**src/rtl/bpw_pkg.sv**
```systemverilog
// ----------------------------------------------------------------------------
// bpw_pkg: shared types and constants of the button pairing window block
// Payload structs, mode and event codes, register indexes, reset values and
// the reciprocal used to turn milliseconds into whole seconds.
// ----------------------------------------------------------------------------
`default_nettype none

package bpw_pkg;

  localparam int TIME_W = 32;
  localparam int MS_W   = 16;
  localparam int WIN_W  = 20;
  localparam int SEC_W  = 10;
  localparam int IDX_W  = 3;

  // input modes
  typedef enum logic [1:0] {
    MODE_POLL      = 2'd0,
    MODE_DELIVERED = 2'd1,
    MODE_SYNC      = 2'd2,
    MODE_UNPAIR    = 2'd3
  } mode_t;

  // button event codes
  localparam logic [1:0] EV_NONE  = 2'd0;
  localparam logic [1:0] EV_SHORT = 2'd1;
  localparam logic [1:0] EV_LONG  = 2'd2;

  // register indexes
  localparam logic [IDX_W-1:0] REG_BUTTON_ENABLED  = 3'd0;
  localparam logic [IDX_W-1:0] REG_ACTIVE_LOW      = 3'd1;
  localparam logic [IDX_W-1:0] REG_DEBOUNCE_MS     = 3'd2;
  localparam logic [IDX_W-1:0] REG_LONG_PRESS_MS   = 3'd3;
  localparam logic [IDX_W-1:0] REG_LONG_HOLDOFF_MS = 3'd4;
  localparam logic [IDX_W-1:0] REG_WINDOW_MS       = 3'd5;
  localparam logic [IDX_W-1:0] REG_RETRY_MS        = 3'd6;

  // register reset values
  localparam logic            RST_BUTTON_ENABLED  = 1'b0;
  localparam logic            RST_ACTIVE_LOW      = 1'b1;
  localparam logic [MS_W-1:0] RST_DEBOUNCE_MS     = 16'd50;
  localparam logic [MS_W-1:0] RST_LONG_PRESS_MS   = 16'd7000;
  localparam logic [MS_W-1:0] RST_LONG_HOLDOFF_MS = 16'd2000;
  localparam logic [WIN_W-1:0] RST_WINDOW_MS      = 20'd50000;
  localparam logic [MS_W-1:0] RST_RETRY_MS        = 16'd2500;

  // x / 1000 == (x * DIV_MUL) >> DIV_SHIFT, exact for every 20-bit x
  localparam int              MUL_W     = 21;
  localparam int              DIV_SHIFT = 30;
  localparam logic [MUL_W-1:0] DIV_MUL  = 21'd1073742;
  localparam int              PROD_W    = WIN_W + MUL_W;
  localparam int              QUO_W     = PROD_W - DIV_SHIFT;
  localparam logic [SEC_W-1:0] SECONDS_MAX = 10'd1023;

  typedef struct packed {
    mode_t              mode;
    logic [TIME_W-1:0]  now_ms;
    logic               button_level;
  } in_t;

  typedef struct packed {
    logic [1:0]         button_event;
    logic               announce_request;
    logic [SEC_W-1:0]   seconds_left;
    logic               window_timeout;
    logic               pairing_active;
  } out_t;

  typedef struct packed {
    logic [IDX_W-1:0]   index;
    logic [WIN_W-1:0]   data;
  } cfg_wr_t;

  typedef struct packed {
    logic               button_enabled;
    logic               active_low;
    logic [MS_W-1:0]    debounce_ms;
    logic [MS_W-1:0]    long_press_ms;
    logic [MS_W-1:0]    long_holdoff_ms;
    logic [WIN_W-1:0]   window_ms;
    logic [MS_W-1:0]    retry_ms;
  } cfg_t;

  // result of the decision stage, before seconds are formed
  typedef struct packed {
    logic [1:0]         button_event;
    logic               announce_request;
    logic [WIN_W-1:0]   ms_left;
    logic               window_timeout;
    logic               pairing_active;
  } mid_t;

  // stage load strobes
  typedef struct packed {
    logic               in_load;
    logic               mid_load;
    logic               out_load;
  } pipe_ctrl_t;

endpackage

`default_nettype wire

```
**src/rtl/bpw_stream_if.sv**
```systemverilog
// ----------------------------------------------------------------------------
// bpw_stream_if: valid/ready channel
// Carries one payload of type T per transaction.
// ----------------------------------------------------------------------------
`default_nettype none

interface bpw_stream_if #(
  parameter type T = logic
);
  logic valid;
  logic ready;
  T     data;

  modport source (output valid, output data, input ready);
  modport sink   (input valid, input data, output ready);
endinterface

`default_nettype wire

```
**src/rtl/bpw_cfg.sv**
```systemverilog
// ----------------------------------------------------------------------------
// bpw_cfg: configuration register file
// Takes one write transaction per cycle; unknown indexes are dropped.
// ----------------------------------------------------------------------------
`default_nettype none

module bpw_cfg (
  input  wire logic    clk,
  input  wire logic    rst_n,
  bpw_stream_if.sink   cfg_ch,
  output bpw_pkg::cfg_t cfg
);

  bpw_pkg::cfg_t cfg_r;
  bpw_pkg::cfg_t cfg_nxt;

  assign cfg_ch.ready = 1'b1;
  assign cfg = cfg_r;

  // decode the write
  always_comb begin
    cfg_nxt = cfg_r;
    if (cfg_ch.valid) begin
      unique case (cfg_ch.data.index)
        bpw_pkg::REG_BUTTON_ENABLED:  cfg_nxt.button_enabled  = cfg_ch.data.data[0];
        bpw_pkg::REG_ACTIVE_LOW:      cfg_nxt.active_low      = cfg_ch.data.data[0];
        bpw_pkg::REG_DEBOUNCE_MS:     cfg_nxt.debounce_ms     = cfg_ch.data.data[15:0];
        bpw_pkg::REG_LONG_PRESS_MS:   cfg_nxt.long_press_ms   = cfg_ch.data.data[15:0];
        bpw_pkg::REG_LONG_HOLDOFF_MS: cfg_nxt.long_holdoff_ms = cfg_ch.data.data[15:0];
        bpw_pkg::REG_WINDOW_MS:       cfg_nxt.window_ms       = cfg_ch.data.data;
        bpw_pkg::REG_RETRY_MS:        cfg_nxt.retry_ms        = cfg_ch.data.data[15:0];
        default:                      cfg_nxt = cfg_r;
      endcase
    end
  end

  // hold the registers
  always_ff @(posedge clk) begin
    if (!rst_n) begin
      cfg_r.button_enabled  <= bpw_pkg::RST_BUTTON_ENABLED;
      cfg_r.active_low      <= bpw_pkg::RST_ACTIVE_LOW;
      cfg_r.debounce_ms     <= bpw_pkg::RST_DEBOUNCE_MS;
      cfg_r.long_press_ms   <= bpw_pkg::RST_LONG_PRESS_MS;
      cfg_r.long_holdoff_ms <= bpw_pkg::RST_LONG_HOLDOFF_MS;
      cfg_r.window_ms       <= bpw_pkg::RST_WINDOW_MS;
      cfg_r.retry_ms        <= bpw_pkg::RST_RETRY_MS;
    end else begin
      cfg_r <= cfg_nxt;
    end
  end

endmodule

`default_nettype wire

```
**src/rtl/bpw_core.sv**
```systemverilog
// ----------------------------------------------------------------------------
// bpw_core: input register, press and window state, decision register
// Evaluates the button first and the pairing window second for each poll.
// ----------------------------------------------------------------------------
`default_nettype none

module bpw_core (
  input  wire logic               clk,
  input  wire logic               rst_n,
  input  wire bpw_pkg::pipe_ctrl_t ctrl,
  input  wire bpw_pkg::in_t       in_data,
  input  wire bpw_pkg::cfg_t      cfg,
  output bpw_pkg::mid_t           mid
);

  localparam int TW = bpw_pkg::TIME_W;

  bpw_pkg::in_t  in_r;
  bpw_pkg::mid_t mid_r;
  bpw_pkg::mid_t mid_nxt;

  logic          window_open_r,    window_open_nxt;
  logic [TW-1:0] window_start_r,   window_start_nxt;
  logic [TW-1:0] last_retry_r,     last_retry_nxt;
  logic          was_pressed_r,    was_pressed_nxt;
  logic [TW-1:0] press_start_r,    press_start_nxt;
  logic          long_fired_r,     long_fired_nxt;
  logic [TW-1:0] last_long_time_r, last_long_time_nxt;

  logic          pressed;
  logic [TW-1:0] held;
  logic [TW-1:0] since_long;
  logic [TW-1:0] elapsed;
  logic [TW-1:0] since_retry;

  assign mid = mid_r;

  always_comb begin
    mid_nxt            = '0;
    window_open_nxt    = window_open_r;
    window_start_nxt   = window_start_r;
    last_retry_nxt     = last_retry_r;
    was_pressed_nxt    = was_pressed_r;
    press_start_nxt    = press_start_r;
    long_fired_nxt     = long_fired_r;
    last_long_time_nxt = last_long_time_r;

    pressed     = cfg.button_enabled & (in_r.button_level ^ cfg.active_low);
    held        = in_r.now_ms - press_start_r;
    since_long  = in_r.now_ms - last_long_time_r;
    elapsed     = '0;
    since_retry = '0;

    unique case (in_r.mode)
      bpw_pkg::MODE_POLL: begin
        // button
        if (!pressed) begin
          if (was_pressed_r && !long_fired_r &&
              held >= {16'd0, cfg.debounce_ms} &&
              held <  {16'd0, cfg.long_press_ms}) begin
            mid_nxt.button_event = bpw_pkg::EV_SHORT;
          end
          was_pressed_nxt = 1'b0;
          press_start_nxt = '0;
          long_fired_nxt  = 1'b0;
        end else if (!was_pressed_r) begin
          was_pressed_nxt = 1'b1;
          press_start_nxt = in_r.now_ms;
          long_fired_nxt  = 1'b0;
        end else if (held >= {16'd0, cfg.long_press_ms} && !long_fired_r &&
                     since_long >= {16'd0, cfg.long_holdoff_ms}) begin
          long_fired_nxt       = 1'b1;
          last_long_time_nxt   = in_r.now_ms;
          window_open_nxt      = 1'b1;
          window_start_nxt     = in_r.now_ms;
          last_retry_nxt       = '0;
          mid_nxt.button_event = bpw_pkg::EV_LONG;
        end

        // window, on the state the button left
        elapsed     = in_r.now_ms - window_start_nxt;
        since_retry = in_r.now_ms - last_retry_nxt;
        if (window_open_nxt) begin
          if (elapsed > {12'd0, cfg.window_ms}) begin
            window_open_nxt        = 1'b0;
            mid_nxt.window_timeout = 1'b1;
          end else if (since_retry > {16'd0, cfg.retry_ms}) begin
            last_retry_nxt           = in_r.now_ms;
            mid_nxt.announce_request = 1'b1;
            mid_nxt.ms_left          = cfg.window_ms - elapsed[bpw_pkg::WIN_W-1:0];
          end
        end
      end
      bpw_pkg::MODE_DELIVERED,
      bpw_pkg::MODE_SYNC: begin
        window_open_nxt = 1'b0;
      end
      bpw_pkg::MODE_UNPAIR: begin
        window_open_nxt  = 1'b1;
        window_start_nxt = in_r.now_ms;
      end
      default: begin
        window_open_nxt = window_open_r;
      end
    endcase

    mid_nxt.pairing_active = window_open_nxt;
  end

  // capture the accepted transaction
  always_ff @(posedge clk) begin
    if (ctrl.in_load) begin
      in_r <= in_data;
    end
  end

  // advance state and the decision register
  always_ff @(posedge clk) begin
    if (!rst_n) begin
      window_open_r    <= 1'b0;
      window_start_r   <= '0;
      last_retry_r     <= '0;
      was_pressed_r    <= 1'b0;
      press_start_r    <= '0;
      long_fired_r     <= 1'b0;
      last_long_time_r <= '0;
    end else if (ctrl.mid_load) begin
      window_open_r    <= window_open_nxt;
      window_start_r   <= window_start_nxt;
      last_retry_r     <= last_retry_nxt;
      was_pressed_r    <= was_pressed_nxt;
      press_start_r    <= press_start_nxt;
      long_fired_r     <= long_fired_nxt;
      last_long_time_r <= last_long_time_nxt;
    end
  end

  always_ff @(posedge clk) begin
    if (ctrl.mid_load) begin
      mid_r <= mid_nxt;
    end
  end

endmodule

`default_nettype wire

```
**src/rtl/bpw_sec.sv**
```systemverilog
// ----------------------------------------------------------------------------
// bpw_sec: seconds conversion and result register
// Divides the remaining milliseconds by 1000 through a reciprocal multiply
// and saturates the count.
// ----------------------------------------------------------------------------
`default_nettype none

module bpw_sec (
  input  wire logic                clk,
  input  wire bpw_pkg::pipe_ctrl_t ctrl,
  input  wire bpw_pkg::mid_t       mid,
  output bpw_pkg::out_t            out_data
);

  logic [bpw_pkg::PROD_W-1:0] prod;
  logic [bpw_pkg::QUO_W-1:0]  quo;
  bpw_pkg::out_t              out_r;
  bpw_pkg::out_t              out_nxt;

  assign out_data = out_r;

  // form whole seconds, saturated
  always_comb begin
    prod = bpw_pkg::PROD_W'(mid.ms_left) * bpw_pkg::PROD_W'(bpw_pkg::DIV_MUL);
    quo  = prod[bpw_pkg::PROD_W-1:bpw_pkg::DIV_SHIFT];

    out_nxt.button_event     = mid.button_event;
    out_nxt.announce_request = mid.announce_request;
    out_nxt.window_timeout   = mid.window_timeout;
    out_nxt.pairing_active   = mid.pairing_active;
    if (quo > bpw_pkg::QUO_W'(bpw_pkg::SECONDS_MAX)) begin
      out_nxt.seconds_left = bpw_pkg::SECONDS_MAX;
    end else begin
      out_nxt.seconds_left = quo[bpw_pkg::SEC_W-1:0];
    end
  end

  always_ff @(posedge clk) begin
    if (ctrl.out_load) begin
      out_r <= out_nxt;
    end
  end

endmodule

`default_nettype wire

```
**src/rtl/button_press_pairing_window.sv**
```systemverilog
// ----------------------------------------------------------------------------
// button_press_pairing_window: press detector with pairing window
// A result passes the input register, the decision register and the result register.
// Throughput: one transaction per cycle unless the result channel stalls.
// Reset clears stage valids and state, and loads register defaults.
// ----------------------------------------------------------------------------
`default_nettype none

module button_press_pairing_window (
  input  wire logic    clk,
  input  wire logic    rst_n,
  bpw_stream_if.sink   in_ch,
  bpw_stream_if.source out_ch,
  bpw_stream_if.sink   cfg_ch
);

  bpw_pkg::cfg_t      cfg;
  bpw_pkg::pipe_ctrl_t ctrl;
  bpw_pkg::mid_t      mid;
  bpw_pkg::in_t       in_data;

  logic in_v_r;
  logic mid_v_r;
  logic out_v_r;
  logic adv_in;
  logic adv_mid;
  logic adv_out;

  // each stage advances when it is empty or its successor moves
  assign adv_out = !out_v_r || out_ch.ready;
  assign adv_mid = !mid_v_r || adv_out;
  assign adv_in  = !in_v_r  || adv_mid;

  assign in_ch.ready   = adv_in;
  assign out_ch.valid  = out_v_r;
  assign in_data       = in_ch.data;

  assign ctrl.in_load  = in_ch.valid && adv_in;
  assign ctrl.mid_load = in_v_r && adv_mid;
  assign ctrl.out_load = mid_v_r && adv_out;

  // hold stage valids
  always_ff @(posedge clk) begin
    if (!rst_n) begin
      in_v_r  <= 1'b0;
      mid_v_r <= 1'b0;
      out_v_r <= 1'b0;
    end else begin
      if (adv_in) begin
        in_v_r <= in_ch.valid;
      end
      if (adv_mid) begin
        mid_v_r <= in_v_r;
      end
      if (adv_out) begin
        out_v_r <= mid_v_r;
      end
    end
  end

  bpw_cfg u_cfg (
    .clk    (clk),
    .rst_n  (rst_n),
    .cfg_ch (cfg_ch),
    .cfg    (cfg)
  );

  bpw_core u_core (
    .clk     (clk),
    .rst_n   (rst_n),
    .ctrl    (ctrl),
    .in_data (in_data),
    .cfg     (cfg),
    .mid     (mid)
  );

  bpw_sec u_sec (
    .clk      (clk),
    .ctrl     (ctrl),
    .mid      (mid),
    .out_data (out_ch.data)
  );

endmodule

`default_nettype wire

```
**src/flat_wrapper.sv**
```systemverilog
// flat-port wrapper written by rule: the top's interface ports become plain ports
module button_press_pairing_window_flat 
  (clk, rst_n, in_ch_valid, in_ch_data, in_ch_ready, out_ch_valid, out_ch_data, out_ch_ready, cfg_ch_valid, cfg_ch_data, cfg_ch_ready);
  bpw_stream_if #(.T(bpw_pkg::in_t)) in_ch_i ();
  bpw_stream_if #(.T(bpw_pkg::out_t)) out_ch_i ();
  bpw_stream_if #(.T(bpw_pkg::cfg_wr_t)) cfg_ch_i ();
  input  wire logic clk;
  input  wire logic rst_n;
  input wire logic [$bits(in_ch_i.valid)-1:0] in_ch_valid;
  input wire logic [$bits(in_ch_i.data)-1:0] in_ch_data;
  output wire logic [$bits(in_ch_i.ready)-1:0] in_ch_ready;
  output wire logic [$bits(out_ch_i.valid)-1:0] out_ch_valid;
  output wire logic [$bits(out_ch_i.data)-1:0] out_ch_data;
  input wire logic [$bits(out_ch_i.ready)-1:0] out_ch_ready;
  input wire logic [$bits(cfg_ch_i.valid)-1:0] cfg_ch_valid;
  input wire logic [$bits(cfg_ch_i.data)-1:0] cfg_ch_data;
  output wire logic [$bits(cfg_ch_i.ready)-1:0] cfg_ch_ready;
  assign in_ch_i.valid = in_ch_valid;
  assign in_ch_i.data = in_ch_data;
  assign in_ch_ready = in_ch_i.ready;
  assign out_ch_valid = out_ch_i.valid;
  assign out_ch_data = out_ch_i.data;
  assign out_ch_i.ready = out_ch_ready;
  assign cfg_ch_i.valid = cfg_ch_valid;
  assign cfg_ch_i.data = cfg_ch_data;
  assign cfg_ch_ready = cfg_ch_i.ready;
  button_press_pairing_window u_core (.clk(clk), .rst_n(rst_n), .in_ch(in_ch_i), .out_ch(out_ch_i), .cfg_ch(cfg_ch_i));
endmodule
```
**config.mk**
```make
export PLATFORM = sky130hd
export DESIGN_NAME = button_press_pairing_window_flat
export DESIGN_NICKNAME = d
export VERILOG_FILES = /design/src/rtl/bpw_pkg.sv /design/src/rtl/bpw_stream_if.sv /design/src/rtl/bpw_cfg.sv /design/src/rtl/bpw_core.sv /design/src/rtl/bpw_sec.sv /design/src/rtl/button_press_pairing_window.sv /design/src/flat_wrapper.sv
export SDC_FILE = /design/constraint.sdc
export NUM_CORES = 1
export LEC_CHECK = 0
export ABC_AREA = 1
export BUFFER_PORTS_ARGS = -buffer_cell sky130_fd_sc_hd__buf_2
export CORE_ASPECT_RATIO = 1.75
export CORE_MARGIN = 5
export CORE_UTILIZATION = 40
export CTS_CLUSTER_SIZE = 14
export DETAILED_ROUTE_END_ITERATION = 8
export PLACE_DENSITY = 0.51
export SLEW_MARGIN = 15
export SYNTH_ARGS = -nofsm -noshare
export SYNTH_HDL_FRONTEND = slang
export SYNTH_SLANG_ARGS = --single-unit
```
**constraint.sdc**
```tcl
create_clock -name clk -period 8.3 [get_ports clk]
set_input_delay 0.83 -clock clk [delete_from_list [all_inputs] [get_ports clk]]
set_output_delay 0.83 -clock clk [all_outputs]
set_load 0.02 [all_outputs]
```
## Yosys cells after proc, flatten, opt, wreduce, memory -nomap -nowiden

Index checks and enable logic that the tools add are counted.

- Add/subtract/negate cells: 5
- Multipliers: 1
- Magnitude comparators: 7
- Equal/unequal tests: 11
- Muxes and demuxes: 31
- Bitwise operators: 5
- Reductions and logical operators: 34

Operators by type and width:

| kind | number |
|---|---|
| 32-bit two-way mux | 13 |
| 32-bit subtractor | 4 |
| 32-bit by 16-bit >= comparator with 1-bit output | 3 |
| 32-bit one-hot mux with 2 select lines | 1 |
| 20-bit by 20-bit multiplier with 40-bit output (second input constant) | 1 |
| 32-bit by 16-bit > comparator with 1-bit output | 1 |
| 32-bit by 20-bit > comparator with 1-bit output | 1 |
| 32-bit by 16-bit < comparator with 1-bit output | 1 |
| 21-bit two-way mux | 1 |
| 2-bit AND reduction | 10 |
| 20-bit subtractor | 1 |
| 1-bit two-way mux | 12 |
| 11-bit by 10-bit > comparator with 1-bit output (second input constant) | 1 |
| 3-bit == test (second input constant) | 3 |
| 1-bit logical AND | 8 |
| 3-bit by 2-bit == test with 1-bit output (second input constant) | 2 |
| 2-bit two-way mux | 3 |
| 3-bit AND reduction | 2 |
| 5-bit AND reduction | 1 |
| 2-bit == test (second input constant) | 2 |
| 1-bit logical NOT | 4 |
| 4-bit OR reduction | 1 |
| 3-bit by 1-bit == test with 1-bit output (second input constant) | 1 |
| 3-bit logical NOT | 1 |
| other kinds (12) | 16 |

- Register bits after elaboration: 295
- Bits of input ports: 63
- Output and inout bits: 18
- Logic and storage cells: 124

## Depth between registers and ports, before layout

Gate-level depths: netlist of run 1.

- Depth in word-level cells: 13
- Depth in mapped cells: 60
- Gate-level depth less buffers: 57

## By module

A second synthesis of run 1 with hierarchy kept.

- Cells, all modules: 4450
- Area, all modules: 29757.3 sq um

Modules (own cells, without submodules):

| module | times used | cells each | area an instance (sq um) | seq. area each (sq um) |
|---|---|---|---|---|
| bpw_core | 1 | 3080 | 19476.2 | 4424.2 |
| bpw_sec | 1 | 875 | 6746.5 | 450.4 |
| bpw_cfg | 1 | 476 | 3395.8 | 1721.7 |
| button_press_pairing_window | 1 | 19 | 138.9 | 60.1 |

## Least setup slack after synthesis of run 1

Ideal clock, no wire load.

- Path kind: reg-to-reg
- Start point: register u_core.u_core.in_r[2] (netlist name)
- End point: register u_core.u_core.mid_r, in the netlist u_core.u_core.mid[15] (data pin)
- Library setup time: 259 ps
- Arrival: 7076 ps
- Data required time: 8041 ps
- Slack: 965 ps
- Cell stages (with the launch flop): 54
- Path buffers: 3
- Period minus slack after synthesis: 7335 ps
- Cell sequence: edfxtp_1 inv_1 fa_1 inv_1 nand2_1 nand3_1 nand2_1 nand2_1 xor2_1 ha_1 nand2_1 inv_1 nand3_1 inv_1 nand2_1 nand3_1 a21oi_1 nand2_1 [18 not listed] xor2_1 ha_1 nand2_1 inv_1 nand3_1 nor4_1 a21oi_1 nor3_1 nand3_1 nor2_1 nand4_1 nor2_1 nand4_4 nand2_2 inv_2 nand3_1 buf_2 a21oi_1

- Cells in the longest elaborated chain, start to end: 12
- Elaborated cells on any way between the ends: 26
- Those cells by class: 5 x add/sub; 4 x order compare; 12 x mux; 2 x bitwise; 3 x reduce/logical

RTL lines:

| item | RTL line | source |
|---|---|---|
| start, declared | bpw_core.sv:18 | `bpw_pkg::in_t in_r;` |
| start signal, assigned | bpw_core.sv:113 | `in_r <= in_data;` |
| 32-bit subtractor | bpw_core.sv:49 | `held = in_r.now_ms - press_start_r;` |
| 32-bit by 16-bit >= comparator with 1-bit output | bpw_core.sv:70 | `end else if (held >= {16'd0, cfg.long_press_ms} && !long_fired_r &&` |
| 1-bit logical AND (2 in series) | bpw_core.sv:70 |  |
| 32-bit two-way mux | bpw_core.sv:70 |  |
| 32-bit two-way mux | bpw_core.sv:66 | `end else if (!was_pressed_r) begin` |
| 32-bit two-way mux | bpw_core.sv:57 | `if (!pressed) begin` |
| 32-bit two-way mux | bpw_core.sv:54 | `unique case (in_r.mode)` |
| 32-bit subtractor | bpw_core.sv:82 | `since_retry = in_r.now_ms - last_retry_nxt;` |
| 32-bit by 16-bit > comparator with 1-bit output | bpw_core.sv:87 | `end else if (since_retry > {16'd0, cfg.retry_ms}) begin` |
| 1-bit NOT (no source line) | n/a |  |
| 4-bit OR reduction (no source line) | n/a |  |
| end signal, assigned | bpw_core.sv:140 | `mid_r <= mid_nxt;` |
| end, declared | bpw_core.sv:19 | `bpw_pkg::mid_t mid_r;` |

Parallel ways exist; a longest one is shown, timed or not. The select of a mux whose other input is x is not followed.
A chain may end at the register's enable or synchronous reset.

## Worst setup path after layout of run 1

- Start point: register u_core.u_core.in_r[10] (netlist name)
- End point: register u_core.u_core.mid_r, in the netlist u_core.u_core.mid[19] (data pin)

Same word-level chain as after synthesis.

==> results of run 1 <==
==> timing repair <==
item	CTS	global route
cloned	0	1
pin swaps	0	4
setup endpoints to repair	44	56
setup buffers	0	6
resized for setup	3	71
==> logic make-up (layout without fill, tap and decap cells) <==
| logic type | count (synthesis) | after routing |
|---|---|---|
| muxes | 6 | 6 |
| AOI/OAI and AO/OA | 752 | 752 |
| xor gates and xnor gates | 102 | 102 |
| adders and majority gates | 489 | 489 |
| and+or+nand+nor | 1492 | 1493 |
| other | 1 | 2 |
| DFF | 295 | 295 |
| buffers and inverters | 856 | 1208 |
==> synth_stat cells (all sizes together), types with 13 or more instances <==
cell / instances
ha: 399
o21a: 13
o21ai: 200
buf: 22
o21bai: 18
nand2: 921
clkbuf: 71
fa: 90
xor2: 75
nand3: 161
nor3: 43
inv: 761
nand4: 60
nor2: 271
o211ai: 68
dfxtp: 220
xnor2: 27
edfxtp: 75
a21oi: 388
a211oi: 32
==> layout by cell type (no fill, tap or decap), types with 7 or more instances in the layout <==
cell type	netlist	layout
xor2_2	0	11
inv_2	17	18
fa_1	90	89
o21a_1	13	13
a21o_1	10	10
o211ai_1	68	68
inv_1	744	741
nand3_1	159	155
clkbuf_8	0	7
buf_4	3	303
nor2_1	260	251
nor2_2	11	19
o21ai_0	186	182
buf_2	10	78
ha_1	399	390
edfxtp_1	75	75
xnor2_1	27	27
a211oi_1	32	32
and2_1	7	7
clkbuf_16	0	34
a21oi_1	386	379
or2_2	8	8
a21oi_2	2	7
o21bai_1	18	18
o21ai_1	14	18
nor3_1	43	38
nand2_2	4	8
dfxtp_1	220	220
xor2_1	75	63
nand2_1	917	910
nand3b_1	7	7
nand4_1	57	57
==> how the worst max path moves through the flow <==
stage                                     end  slack, ns  cells past startpoint
6_report                u_core.u_core.mid[19]       0.39                     47
4_1_cts        u_core.u_core.last_retry_r[21]       0.02                     51
2_1_floorplan           u_core.u_core.mid[15]       0.96                     53
5_1_grt                 u_core.u_core.mid[19]      -0.08                     52
3_5_place_dp             u_core.u_core.mid[2]      -0.04                     48
3_3_place_gp             u_core.u_core.mid[8]      0.002                     48
==> layout make-up <==
cell class                 count  share of cell area (%)
clock buffer                  47                    2.93
timing repair buffer         385                    8.26
sequential                   295                    20.1
clock inverter                13                   0.654
antenna                        1                 0.00756
tap                          910                    3.44
inverter                     763                    8.67
multi-input combinational   2843                    55.9
==> registers in the layout (all words and copies together) (netlist names), 15 cells and up <==
signal and flops:
u_core.u_core.in_r 35, u_core.u_core.press_start_r 32, u_core.u_core.last_long_time_r 32, u_core.u_core.mid 25
u_core.u_cfg.cfg 86, u_core.u_core.window_start_r 32, u_core.u_sec.out_data 15, u_core.u_core.last_retry_r 32
==> layer usage <==
metal  routed length [um]  part of all wire [%]
met1                33700                    32
met2                61300                    57
met3                 2560                   2.4
met4                 9260                   8.7
met5                    0                     0
==> through the flow <==
stage          total power [mW]  utilization [%]  instance area, um2  setup TNS (ns)  hold WS [ns]
6_report                   4.62             47.5               33100               0         0.418
5_1_grt                    4.87             47.5               33100           -1.35         0.404
4_1_cts                    4.64             47.0               32700               0         0.380
3_5_place_dp               2.97             45.2               31500           -1.03         0.411
3_3_place_gp               2.97             45.2               31500               0         0.405
2_1_floorplan              2.40                -               28100               0         0.400
==> power by group through the flow <==
stage	clock network (mW)	logic [mW]	registers [mW]
CTS	1.69	1.40	1.55
global placement	0	1.39	1.58
detailed placement	0	1.39	1.58
global route	1.74	1.59	1.55
finish	1.64	1.43	1.55
floorplan	0	0.831	1.57
==> results.yml, run 1 <==
setup_path:
  critPathArrivalTime_ns: 8.32
  critPathMostFrequentCell: "nand2_1"
  critPathRequiredTime_ns: 8.71
  worstReg2RegEnd: "u_core.u_core.mid[19]"
  crit_slowest_cell: "edfxtp_1"
  worst-r2r-setup-slack_ns: 0.39
  rr_worst_depth: 47
  crit_type: "flop to flop"
  critical_path_buf_inv_count: 7
  setup.worst_path.end_class: "flop"
  reg2reg_launch_point: "u_core.u_core.in_r[10]"
  critical_path.max_stage_delay_ns: 0.52
  crit_path_start: "u_core.u_core.in_r[10]"
  cp-start-kind: "flop"
  cpLargestDelayFamily: "simple AND/OR/NAND/NOR gates"
  critical_path_peak_fanout: 21
routing:
  drt-initial-drc-count: 1348
  ant_nets: 0
  avgRoutedWirePerCell_um: 20.3
  wl_mm: 107
  route.detailed.drc: 0
  vias: 27031
  detail_route.first_pass.iterations: 5
  detail_route.vias_per_cell: 5.14
layout:
  layout.filler_cells: 7426
  multi_input_area_mm2: 0.0185
  area_used_by_sequential_logic_in_the_layout_mm2: 0.00666
  design.final.nets: 4874
  area_delta_synth_final_pct: 18.1
  drive_gt1_share_pct: 12.7
  finalNonFillerCells: 5257
global_route:
  grt_first_pass_wirelength_mm: 160
  globalRouteMet3Util_pct: 2.38
  track_usage_pct: 27.6
  global_route_met1_utilization_pct: 23.7
  grt_antenna_before_repair: 0
  grt_pass1_vias: 28272
  grt-ovfl-total: 0
  grt.busiest_layer: "met2"
  met2_usage_pct: 57.6
  grt_max_degree: 81
yosys:
  synth.net_count: 4545
  synth.avg_cell_area_um2: 7.03
  synth-edff-count: 75
  async_reset_ff_share_pct: 0
  yosys_top_cell_area_share_pct: 17.8
  synth_largest_area_cell: "ha_1"
  post_synth_instance_area_mm2: 0.0281
  synthAdderAreaFrac_pct: 24.2
  ys_seq_area_share_pct: 23.7
  post_synth_mux_area_share_pct: 0.214
  synthTopCellsByArea: "ha_1 18%, dfxtp_1 16%, nand2_1 12%"
  yosysWarnings: 0
  leading_register_cell_type_out_of_synthesis: "dfxtp_1"
  synth_top_family_by_area: "adder cells"
  synth_xor_area_share_pct: 3.18
  yosysUniqueCellTypes: 53
  postSynthRegisterBits: 295
  synth-compound-area-share_pct: 14.9
  synth_cells: 3993
  synth_simple_gate_area_share_pct: 22.1
pwr:
  power_frac_seq_pct: 33.5
  p_per_area_mw_per_mm2: 139
  ir_drop_mv: 0.123
  swShare_pct: 34.5
  pwr-share-clk_pct: 35.6
  comb_power_share_pct: 30.9
  cell_internal_pwr_mw: 3.02
  switchingPower_mw: 1.59
  power_leakage_nw: 16.6
cts:
  tritoncts: "done"
  worst_setup_hold_path_clk_slew_ns: 0.07
  clockBufferDepth: 3
  cts_made_buffers: 34
  clock-sinks: 295
  cts.htree.levels: 2
  clock_latency_ns: 0.58
  cts.root.buffer_cell: "clkbuf_16"
  cts_hold_repair.buffers: 0
timing:
  worst_slew_pin_slew_ns: 1.12
  finalMaxSlewViolations: 0
  final-hold-violation-count: 0
  postLayoutSetupSlackWorst_ns: 0.394
  fin_crit_ns: 7.91
  maxClockFrequency_mhz: 126
  layout_worst_path_cycle_share_pct: 95.3
  setup_viol_count_final: 0
  timing.max_slew.rel_slack_pct: 25.1
  finalClockSkew_ns: 0.0332
run:
  cap_violations: 0
placement:
  placed_cells: 5189
  place_ws_ns: -0.0394
  place.gp.congestion: 0.991
  placed_wire_length_estimate_mm: 89.0
  port-buffer-count: 79
floorplanning:
  placeableCoreArea_mm2: 0.0697
  die-width_um: 210
  chipHeight_um: 360
  start_util_pct: 40.3
  rows: 128
  io-pin-count: 81
  die-area_mm2: 0.0757
min_path:
  timing.hold.worst_path_depth: 1
  hold_path_class: "input pin to flop"
  hold_path_startpoint: "in_ch_data[22]"
  min_delay_worst_endpoint: "u_core.u_core.in_r[22]"
run_status:
  run_status: "finished clean"
No activity file was read; power rests on OpenSTA's default activity.
==> inputs of run 2 (changes only) <==
--- a/config.mk
+++ b/config.mk
@@ -5,7 +5,6 @@
 export SDC_FILE = /design/constraint.sdc
 export NUM_CORES = 1
 export LEC_CHECK = 0
-export ABC_AREA = 1
 export BUFFER_PORTS_ARGS = -buffer_cell sky130_fd_sc_hd__buf_2
 export CORE_ASPECT_RATIO = 1.75
 export CORE_MARGIN = 5
==> results.yml, run 2 <==
timing:
  worst_slew_pin_slew_ns: 1.08
  unrepaired_setup_endpoints_after_global_routing: "yes"
  finalClockSkew_ns: 0.0330
  maxClockFrequency_mhz: 103
  final-hold-violation-count: 0
  finalMaxSlewViolations: 0
  timing.max_slew.rel_slack_pct: 28.3
  fin_crit_ns: 9.73
  setup_viol_count_final: 56
  fin_worst_hold_slack_ns: 0.412
  layout_worst_path_cycle_share_pct: 117
  postLayoutSetupSlackWorst_ns: -1.43
pwr:
  p_per_area_mw_per_mm2: 148
  ir_drop_mv: 0.156
  comb_power_share_pct: 36.0
  swShare_pct: 34.2
  totalPowerFinal_mw: 4.94
  pwr-share-clk_pct: 32.8
  switchingPower_mw: 1.69
  power_leakage_nw: 15.4
  power_frac_seq_pct: 31.3
  cell_internal_pwr_mw: 3.25
floorplanning:
  die-width_um: 203
  start_util_pct: 40.3
  placeableCoreArea_mm2: 0.0643
  rows: 123
  die-area_mm2: 0.0703
  chipHeight_um: 347
  io-pin-count: 81
setup_path:
  critPathRequiredTime_ns: 8.73
  critical_path.max_stage_delay_ns: 0.45
  crit_slowest_cell: "or4_4"
  critical_path_peak_fanout: 8
  critPathArrivalTime_ns: 10.16
  critPathMostFrequentCell: "buf_4"
  cp-start-kind: "flop"
  crit_type: "flop to flop"
  setup.worst_path.end_class: "flop"
cts:
  clockBufferDepth: 3
  cts.htree.levels: 2
  cts_hold_repair.buffers: 0
  cts_made_buffers: 35
  worst_setup_hold_path_clk_slew_ns: 0.06
  clock_latency_ns: 0.59
  clock-sinks: 295
  tritoncts: "done"
  cts.root.buffer_cell: "clkbuf_16"
global_route:
  grt-ovfl-total: 0
  grt_max_degree: 83
  grt_pass1_vias: 25233
  grt_first_pass_wirelength_mm: 142
  grt_antenna_before_repair: 1
  track_usage_pct: 25.8
placement:
  placed_wire_length_estimate_mm: 76.8
  place.gp.congestion: 0.937
  port-buffer-count: 79
  placed_cells: 4404
routing:
  wl_mm: 94.3
  vias: 24109
  detail_route.vias_per_cell: 5.36
  avgRoutedWirePerCell_um: 21.0
  ant_nets: 0
  drt-initial-drc-count: 990
  detail_route.first_pass.iterations: 7
  route.detailed.drc: 0
yosys:
  synth_cells: 3053
  post_synth_instance_area_mm2: 0.0259
  ys_seq_area_share_pct: 25.7
  synth.net_count: 3605
  synth-edff-count: 75
  yosysUniqueCellTypes: 82
  synthTopCellsByCount: "405 x inv_1, 399 x ha_1, 284 x nand2_1"
  synth_most_common_cell: "inv_1"
  postSynthRegisterBits: 295
  yosys_top_cell_area_share_pct: 19.2
  leading_register_cell_type_out_of_synthesis: "dfxtp_1"
  yosysWarnings: 0
  synth_largest_area_cell: "ha_1"
  synthTopCellsByArea: "ha_1 19%, dfxtp_1 17%, edfxtp_1 8.7%"
  synth.avg_cell_area_um2: 8.50
  async_reset_ff_share_pct: 0
run_status:
  run_status: "finished with violations"
  failed_checks: "negative setup slack"
layout:
  finalNonFillerCells: 4495
  drive_gt1_share_pct: 23.5
  area_delta_synth_final_pct: 28.8
  layout_common_cells: "569 x buf_4, 401 x inv_1, 391 x ha_1"
  finish.utilization_pct: 52.0
  design.final.nets: 4209
  num_antenna_cells: 0
  most_common_cell_after_layout_fill_and_taps_aside: "buf_4"
  max_ffs_per_register: 86
min_path:
  hold_path_class: "input pin to flop"
run:
  cap_violations: 0
run 2: cell count changes after synthesis, moves of 78 or more:
cell     before  now
a21oi_1     386  204
inv_1       744  405
nand2_1     917  284
nand3_1     159   43
nor2_1      260  182
nor2b_1       0  139
o21ai_0     186   92
run 2: logic make-up after synthesis:
family                   Yosys count  synth area share [%]
AO/OA/AOI/OAI                    732                  18.5
XOR/XNOR                         100                  3.38
buffers and inverters            507                  7.67
adder cells (fa/ha/maj)          489                  26.2
AND/OR/NAND/NOR                  883                  16.8
flip-flops                       295                  25.7
multiplexers                      46                  1.78
other                              1                0.0145
run 2: layout make-up:
class	count	area, um2
fillers	6266	30900
multi-input cells	2252	18000
flip-flops and latches	295	6660
repair buffers	668	5020
inverters	405	1520
clock buffers	52	1060
well taps	812	1020
clock inverters	11	113
run 2: power groups by stage:
stage / registers [mW] / clock network [mW] / logic, mW
after CTS: 1.54 / 1.66 / 1.73
after detailed placement: 1.58 / 0 / 1.71
after global placement: 1.58 / 0 / 1.69
final: 1.54 / 1.62 / 1.78
after global routing: 1.55 / 1.71 / 1.96
after floorplan: 1.58 / 0 / 0.942
run 2: worst max-delay path, delay by kind of cell (launching register included):
kind / cells / cell delay [ns]
compound gates: 19 / 2.97
xor+xnor: 2 / 0.52
fa+ha+maj: 5 / 1.37
buf+inv: 10 / 1.45
flops: 1 / 0.38
simple gates: 14 / 2.86
run 2: routing by layer:
layer	global-route usage, %	part of all wire (%)	vias to the layer above
met5	0	0	-
met4	13.5	6.3	0
met3	2.68	2.6	200
met2	52.4	56	393
met1	25.1	35	11708
li1	-	-	11808
run 2: path summary, 6_finish.rpt:
check                        start                   endpoint  slack [ns]  cells past startpoint
max reg2reg  u_core.u_core.in_r[1]       u_core.u_core.mid[8]       -1.43                     50
max          u_core.u_core.in_r[1]       u_core.u_core.mid[8]       -1.43                     50
min                  in_ch_data[9]      u_core.u_core.in_r[9]        0.41                      1
min reg2reg  u_core.u_core.mid[24]  u_core.u_sec.out_data[14]        0.42                      0
run 2: repair_timing:
action,CTS,global route
pin swaps,12,43
cloned,1,6
endpoints found under the setup margin,56,56
resized for setup,31,110
setup buffers,7,17
run 2: through the flow:
| stage | instance area [um2] | setup WS, ns | setup TNS (ns) |
|---|---|---|---|
| global placement | 31300 | -1.99 | -106.05 |
| global route | 33400 | -1.98 | -106.40 |
| CTS | 32700 | -1.35 | -71.91 |
| floorplan | 26100 | -0.600 | -27.33 |
| detailed placement | 31300 | -2.13 | -115.90 |
| finish | 33400 | -1.43 | -74.66 |
